--- src/rtl/sorted_table_binary_search_unit_macros.svh ---
// Assertion macros for the sorted table binary search unit.
`ifndef SORTED_TABLE_BINARY_SEARCH_UNIT_MACROS_SVH
`define SORTED_TABLE_BINARY_SEARCH_UNIT_MACROS_SVH

// Same-cycle implication, sampled on clk, off during rst.
`define SBS_ASSERT_NOW(label, ante, cons, msg) \
  label: assert property (@(posedge clk) disable iff (rst) (ante) |-> (cons)) \
    else $error(msg);

// Next-cycle implication, sampled on clk, off during rst.
`define SBS_ASSERT_NEXT(label, ante, cons, msg) \
  label: assert property (@(posedge clk) disable iff (rst) (ante) |=> (cons)) \
    else $error(msg);

`endif

--- src/rtl/sbs_pkg.sv ---
// Shared constants, types and command/status structs for the binary search unit.
package sbs_pkg;

  localparam int TABLE_DEPTH = 256;
  localparam int ADDR_W      = $clog2(TABLE_DEPTH);
  localparam int CNT_W       = $clog2(TABLE_DEPTH + 1);
  localparam int DATA_W      = 32;

  localparam logic FUNC_WRITE  = 1'b0;
  localparam logic FUNC_SEARCH = 1'b1;

  typedef enum logic [1:0] {
    ST_IDLE,
    ST_SEARCH,
    ST_EMIT
  } sbs_state_t;

  typedef struct packed {
    logic start;     // latch key and range, read first midpoint
    logic write;     // store one table word
    logic step;      // compare probe, narrow range, read next midpoint
    logic load_out;  // move pending result to the output register
  } sbs_cmd_t;

  typedef struct packed {
    logic count_zero;  // search range empty from the start
    logic hit;         // current probe equals the key
    logic miss;        // range empties after this probe
  } sbs_sts_t;

endpackage

--- src/rtl/sbs_ctrl.sv ---
// Controller state machine: sequences writes, search probes and result hand-off.
module sbs_ctrl (
  input  logic              clk,
  input  logic              rst,
  input  logic              in_valid,
  input  logic              func,
  output logic              in_ready,
  output logic              out_valid,
  input  logic              out_ready,
  output sbs_pkg::sbs_cmd_t cmd,
  input  sbs_pkg::sbs_sts_t sts
);
  import sbs_pkg::*;

  sbs_state_t state, state_next;
  logic       out_valid_next;

  always_ff @(posedge clk) begin
    if (rst) begin
      state     <= ST_IDLE;
      out_valid <= 1'b0;
    end else begin
      state     <= state_next;
      out_valid <= out_valid_next;
    end
  end

  always_comb begin
    state_next     = state;
    cmd            = '0;
    in_ready       = 1'b0;
    out_valid_next = out_valid && !out_ready;
    unique case (state)
      ST_IDLE: begin
        in_ready = 1'b1;
        if (in_valid) begin
          if (func == FUNC_SEARCH) begin
            cmd.start  = 1'b1;
            state_next = sts.count_zero ? ST_EMIT : ST_SEARCH;
          end else begin
            cmd.write = 1'b1;
          end
        end
      end
      ST_SEARCH: begin
        cmd.step = 1'b1;
        if (sts.hit || sts.miss) begin
          state_next = ST_EMIT;
        end
      end
      ST_EMIT: begin
        // hold the result until the output slot frees up
        if (!out_valid || out_ready) begin
          cmd.load_out   = 1'b1;
          out_valid_next = 1'b1;
          state_next     = ST_IDLE;
        end
      end
      default: begin
        state_next = ST_IDLE;
      end
    endcase
  end

endmodule

--- config.mk ---
export PLATFORM = sky130hd
export DESIGN_NAME = sbs_ctrl
export DESIGN_NICKNAME = d
export VERILOG_FILES = /design/src/rtl/sorted_table_binary_search_unit_macros.svh /design/src/rtl/sbs_pkg.sv /design/src/rtl/sbs_ctrl.sv
export SDC_FILE = /design/constraint.sdc
export NUM_CORES = 1
export LEC_CHECK = 0
export ABC_AREA = 1
export ABC_CLOCK_PERIOD_IN_PS = 1000
export BUFFER_PORTS_ARGS = -buffer_cell sky130_fd_sc_hd__buf_2
export CAP_MARGIN = 10
export CELL_PAD_IN_SITES_DETAIL_PLACEMENT = 2
export CELL_PAD_IN_SITES_GLOBAL_PLACEMENT = 2
export CORE_MARGIN = 1
export CORE_UTILIZATION = 15
export DETAILED_ROUTE_END_ITERATION = 10
export GPL_ROUTABILITY_DRIVEN = 0
export HOLD_SLACK_MARGIN = 0.05
export MAX_ROUTING_LAYER = met4
export PLACE_DENSITY_LB_ADDON = 0.12
export RECOVER_POWER = 100
export SLEW_MARGIN = 20
export SYNTH_ARGS = -nofsm -noshare
export SYNTH_HDL_FRONTEND = slang
export SYNTH_SLANG_ARGS = --single-unit
--- constraint.sdc ---
create_clock -name clk -period 1 [get_ports clk]
set_clock_uncertainty 0.05 [all_clocks]
set_input_delay 0.2 -clock clk [delete_from_list [all_inputs] [get_ports clk]]
set_output_delay 0.2 -clock clk [all_outputs]
set_load 0.01 [all_outputs]
* Word-level counts from Yosys, hierarchy flattened
Index checks and enable logic that the tools add are counted.
Widths: inputs -> output; s select.
** Operators by class
- Reductions and logical operators :: 7
- Muxes and demuxes :: 16
- Equality and inequality tests :: 6
** Operators by type and width (number)
- $mux 2 :: 7
- $mux 1 :: 8
- $ne 2x2->1 const B :: 4
- $pmux 2 s3 :: 1
- $reduce_and 4->1 :: 1
- $eq 2x1->1 const B :: 1
- $eq 2x2->1 const B :: 1
- $logic_not 1->1 :: 2
- $logic_not 2->1 :: 1
- $logic_or 1x1->1 :: 2
- $logic_and 1x1->1 :: 1
** Word-level totals
- Bits in registers :: 3
- Output and inout bits :: 6

* Logic depth before layout (Yosys ltp)
Gate-level depths: netlist of the first run.
- Word-level depth :: 4
- Depth in mapped cells :: 7
- Depth with buffers taken out :: 7

* Least setup slack after synthesis of the first run
Ideal clock, no wire load.
- Path kind :: register to output
- Start point :: register state[0]
- End point :: output port cmd[2] (netlist name)
- Setup slack :: -38 ps
- Cell stages (with the launch flop) :: 4
- Required time :: 750 ps
- Arrival :: 788 ps
- Cells stage by stage :: dfxtp_1 nor2_2 nand2_1 nor2_1
** RTL lines
- from (decl) :: RTL line sbs_ctrl.sv:15 : sbs_state_t state, state_next;
- from (signal assigned) :: RTL line sbs_ctrl.sv:23 : state <= state_next;
- to (decl) :: RTL line sbs_ctrl.sv:10 : output sbs_pkg::sbs_cmd_t cmd,

==> reports/metrics.yaml, run 1 <==
die:
  initial_core_util_pct: 16.99
  die_area_sq_um: 1476
  die_w_microns: 38.42
  core_area_sq_um: 1171
  io_pins: 14
  row_count: 12
  die_h_microns: 38.42
sta:
  setup_tns_ns: -0.8741
  layout_setup_ws_ns: -0.2275
  holdWs_ns: 0.07671
  relSlewSlack_pct: 90.69
  drv_slew: 0
  timing.fmax_mhz: 814.7
  rsz0062_at_grt: "yes"
  worst_pin_slew_ns: 0.1386
  hold_viol_final: 0
  setup_violations: 5
  period_share_pct: 122.7
  min_period_ns: 1.227
placement:
  dp.cells: 59
  place_hpwl_microns: 521.7
  io_buffers: 13
detailed_routing:
  vias: 263
  drc: 0
  wl_per_cell_microns: 10.22
  final_antenna_net_count: 0
  wirelength_microns: 664
  dr.pass1.iters: 2
  drt_iter0_drc: 1
  vias_per_cell: 4.046
synthesis:
  synth_mux_area_share_pct: 0
  synth_xor_area_share_pct: 0
  synth_nets: 40
  synth_top_family_by_area: "simple AND/OR/NAND/NOR gates"
  synthAdderAreaFrac_pct: 0
  syn_area_per_cell_sq_um: 6.217
  netlist_area_sq_um: 198.9
  yosys_warnings: 0
  synth_seq_cells: 3
  synth-compound-area-share_pct: 10.69
  syn_inst: 32
  synth-seq-area-share_pct: 30.19
  synthSimpleGateAreaFrac_pct: 45.91
  yosys.cell_types.count: 11
cells_and_area:
  finish.utilization_pct: 29.17
  drive_gt1_share_pct: 56.86
  instances_no_fill: 65
  final_nets: 60
  antenna-diode-count: 0
  syn_to_final_growth_pct: 71.70
power_and_ir_drop:
  leakage_nw: 0.2032
  p_per_area_nw_per_um2: 1375
  vdd_drop_max_v: 0.0005891
  total_power_mw: 0.4698
critical_path:
  worstRegToRegCells: 7
  crit_family: "flip-flops"
  slowest_stage: "dfxtp_4"
  critical_path.endpoint: "cmd[2]"
  crit_chain: "nor2_4 -> nand2_1 -> nor2_1 -> buf_2"
  r2r_end: "state[1]$_SDFFE_PP0P_"
  cp-start-kind: "register"
  crit_fanout: 4
  crit_arrival_ns: 0.98
  r2r_slack_ns: 0.01
  cp-startpoint: "state[0]$_SDFFE_PP0P_"
  critPathMaxStageDelay_ns: 0.35
  endpoint_kind: "output pin"
  cp.required_ns: 0.75
  worstReg2RegStart: "state[0]$_SDFFE_PP0P_"
  critPathKind: "reg -> out"
  cp_num_cells: 4
  path_buf_inv: 1
global_routing:
  grt_pass1_wl_microns: 986
  grt_max_degree: 6
  track_usage_pct: 10.97
  grt_pass1_vias: 247
  grt.overflow.total: 0
  antenna_found_initial: 0
clock_network:
  cts_tree: "done"
  cts_inserted_buffers: 3
  path_clk_slew_ns: 0.04
  clockBufferDepth: 2
  cts_root_buffer: "clkbuf_4"
  numClockSinks: 3
  clk_latency_ns: 0.24
  htree_levels: 1
job:
  drv_cap: 0
min_path:
  hp-class: "in -> reg"
run_status:
  status: "finished with violations"
  violations: "negative setup slack"
-- flip-flops by register name, indices dropped and copies added (netlist names) --
register / cells
state: 2
out_valid: 1
-- metal layers --
metal	global-route usage (%)	part of all wire [%]	vias up
met3	6.977	8.0	0
met5	-	0	-
li1	-	-	132
met2	19.92	55	12
met1	8.362	37	119
met4	5.172	0	0
-- power by group --
| part | switching [mW] | internal (mW) |
|---|---|---|
| combinational | 0.0560 | 0.0570 |
| sequential | 0.0108 | 0.125 |
| clock | 0.0707 | 0.150 |
| total | 0.137 | 0.332 |
-- layout make-up --
cell class / count / area [sq um]
clock buffer: 4 / 26.28
tap: 14 / 17.52
sequential: 3 / 67.56
fill: 158 / 829.5
timing repair buffer: 15 / 86.33
multi-input combinational: 22 / 117.6
inverter: 7 / 26.28
-- cells in the mapped netlist --
cell	n	area, sq um
nor3_1	1	5.000
inv_1	5	18.77
nand2_1	5	18.77
a21oi_1	2	10.01
dfxtp_1	3	60.06
nand2_2	4	25.02
o21bai_2	1	11.26
inv_2	2	7.510
nor2_2	2	12.51
nor2_1	6	22.52
nand3b_1	1	7.510
-- how the worst min path moves through the flow --
stage | startpoint | end | slack, ns | cells after the start
floorplan | rst | out_valid$_SDFF_PP0_ | 0.22 | 1
global placement | rst | out_valid$_SDFF_PP0_ | 0.33 | 2
detailed placement | rst | out_valid$_SDFF_PP0_ | 0.33 | 2
CTS | rst | out_valid$_SDFF_PP0_ | 0.08 | 2
global route | rst | out_valid$_SDFF_PP0_ | 0.07 | 2
finish | rst | out_valid$_SDFF_PP0_ | 0.08 | 2
-- cells by family after synthesis --
logic type             after synthesis
DFF                                  3
AOI/OAI and AO/OA                    3
and+or+nand+nor                     19
buffers and inverters                7
-- cells in the final DEF (no fill, tap or decap), types with 2 or more instances in the layout --
| master | synthesis | layout |
|---|---|---|
| a21oi_1 | 2 | 2 |
| inv_1 | 5 | 5 |
| inv_2 | 2 | 2 |
| nand2_2 | 4 | 4 |
| nand2_1 | 5 | 5 |
| clkbuf_4 | 0 | 3 |
| dfxtp_4 | 0 | 2 |
| buf_2 | 0 | 11 |
| buf_4 | 0 | 2 |
| nor2_1 | 6 | 6 |
-- per-stage QoR --
| step | setup slack [ns] | cell area, sq um |
|---|---|---|
| 5_1_grt | -0.3002 | 341.6 |
| 4_1_cts | -0.2536 | 341.6 |
| 2_1_floorplan | -0.03448 | 203.9 |
| 3_5_place_dp | -0.07555 | 286.5 |
| 3_3_place_gp | -0.04240 | 286.5 |
| 6_report | -0.2275 | 341.6 |
-- what timing repair did --
| item | CTS | global route |
|---|---|---|
| setup buffers | 2 | 0 |
| hold buffers | 0 | 0 |
| resized for setup | 5 | 0 |
| pin swaps | 2 | 1 |
| endpoints found under the setup margin | 7 | 6 |
Power figures use the tool's default switching activity.
==> run 2, diff against run 1 <==
Settings changed: PLACE_DENSITY_LB_ADDON 0.12 to 0.1.
==> reports/metrics.yaml, run 2 (synthesis results as in run 1) <==
critical_path:
  crit_arrival_ns: 1.00  # was 0.98 ns
  endpoint_kind: "output pin"  # unchanged
  cp.required_ns: 0.75  # about the same
  worstRegToRegCells: 7  # unchanged
  cp-start-kind: "register"  # unchanged
  critPathKind: "reg -> out"  # unchanged
  crit_fanout: 5  # was 4
die:
  die_w_microns: 38.42  # unchanged
  initial_core_util_pct: 16.99  # unchanged
  die_area_sq_um: 1476  # unchanged
  row_count: 12  # unchanged
  io_pins: 14  # unchanged
  die_h_microns: 38.42  # unchanged
  core_area_sq_um: 1171  # unchanged
cells_and_area:
  antenna-diode-count: 0  # unchanged
  top_regs: "state x2, out_valid x1"  # unchanged
  largest_register_ffs: 2  # unchanged
  drive_gt1_share_pct: 65.45  # was 56.86%
  finish.utilization_pct: 35.36  # was 29.17%
  instances_no_fill: 69  # was 65
  stdcell_area_sq_um: 414.1  # was 341.6 sq um
  final_nets: 64  # was 60
  syn_to_final_growth_pct: 108.2  # was 71.70%
  final_cell_mix: "11 x buf_2, 6 x nor2_1, 5 x inv_1, 5 x buf_6"  # was 11 x buf_2, 6 x nor2_1, 5 x nand2_1, 5 x inv_1, 4 x nand2_2
  regMostFlops: "state"  # unchanged
  final_common_cell: "buf_2"  # unchanged
detailed_routing:
  dr.pass1.iters: 2  # unchanged
  dr_wl_met3_microns: 16  # was 53 microns
  wl_met1_microns: 302  # was 246 microns
  drt_iter0_drc: 3  # was 1
  drc: 0  # unchanged
  wirelength_microns: 746  # was 664 microns
  final_antenna_net_count: 0  # unchanged
  vias: 275  # was 263
  vias_per_cell: 3.986  # was 4.046
  met2WireLength_microns: 427  # was 364 microns
  topRoutingLayerUsed: "met3"  # unchanged
  wl_per_cell_microns: 10.81  # was 10.22 microns
placement:
  dp.cells: 60  # was 59
  place_hpwl_microns: 585  # was 521.7 microns
  io_buffers: 13  # unchanged
  dpl_cell_area_sq_um: 294.0  # was 286.5 sq um
sta:
  worst_pin_slew_ns: 0.2089  # was 0.1386 ns
  rsz0062_at_grt: "yes"  # unchanged
  setup_violations: 7  # was 5
  relSlewSlack_pct: 85.96  # was 90.69%
  hold_viol_final: 0  # unchanged
  layout_setup_ws_ns: -0.2497  # was -0.2275 ns
  setup_tns_ns: -1.369  # was -0.8741 ns
  period_share_pct: 125.0  # was 122.7%
  drv_slew: 0  # unchanged
  timing.fmax_mhz: 800.2  # was 814.7 MHz
  min_period_ns: 1.250  # was 1.227 ns
clock_network:
  cts_tree: "done"  # unchanged
  clockBufferDepth: 2  # unchanged
  path_clk_slew_ns: 0.04  # about the same
  cts_root_buffer: "clkbuf_4"  # unchanged
  numClockSinks: 3  # unchanged
  cts_inserted_buffers: 3  # unchanged
  htree_levels: 1  # unchanged
  clk_latency_ns: 0.24  # about the same
power_and_ir_drop:
  leakage_nw: 0.2298  # was 0.2032 nW
  vdd_drop_max_v: 0.0005564  # was 0.0005891 V
  p_per_area_nw_per_um2: 1244  # was 1375 nW/um^2
  total_power_mw: 0.5152  # was 0.4698 mW
run_status:
  violations: "negative setup slack"  # unchanged
  status: "finished with violations"  # unchanged
global_routing:
  antenna_found_initial: 0  # unchanged
  grt_pass1_wl_mm: 1.200  # was 986 microns
  grt.overflow.total: 0  # unchanged
  grt_pass1_vias: 285  # was 247
  track_usage_pct: 13.44  # was 10.97%
  grt_max_degree: 6  # unchanged
min_path:
  hp-class: "in -> reg"  # unchanged
  hold_depth: 2  # unchanged
job:
  drv_cap: 0  # unchanged
[run 2: cell types whose count changed in the layout (fill, tap and decap cells not counted), sizes merged]
cell | previous run | this run
clkbuf | 5 | 4
buf | 14 | 19
[run 2: worst max-delay path, cell delays in order (launching register included)]
cell     delay (ns)
dfxtp_4        0.38
nor2_4         0.04
buf_4          0.12
buf_6          0.11
buf_6          0.11
[run 2: where the power goes]
group	switching, mW	internal, mW
combinational	0.0733	0.0869
clock	0.0688	0.150
sequential	0.0106	0.126
total	0.153	0.362
[run 2: metal layers]
metal	up-vias	global-route usage [%]
met3	0	1.744
met4	0	15.52
li1	144	-
met5	-	-
met1	126	12.89
met2	5	21.61
[run 2: what timing repair did]
item,4_1_cts,5_1_grt
resized for setup,7,8
pin swaps,4,6
hold buffers,0,0
setup buffers,2,3
endpoints found under the setup margin,7,8
[run 2: metrics by stage]
step | hold slack [ns] | worst slack, ns
3_3_place_gp | 0.3246 | -0.04822
3_5_place_dp | 0.3471 | -0.06639
6_report | 0.07121 | -0.2497
2_1_floorplan | 0.2191 | -0.03448
5_1_grt | 0.07669 | -0.2983
4_1_cts | 0.08582 | -0.2285
[run 2: area by class of cell]
class	count	area, sq um
repair buffers	19	133.9
flip-flops and latches	3	68.82
fillers	154	757.0
multi-input cells	22	141.4
inverters	7	26.28
clock buffers	4	26.28
well taps	14	17.52
[run 2: final timing paths]
check	start	slack (ns)	endpoint
worst max-delay path	state[1]$_SDFFE_PP0P_	-0.25	in_ready
worst min-delay path	rst	0.07	out_valid$_SDFF_PP0_
worst max register to register	state[1]$_SDFFE_PP0P_	-0.17	state[0]$_SDFFE_PP0P_
worst min register to register	out_valid$_SDFF_PP0_	0.44	out_valid$_SDFF_PP0_
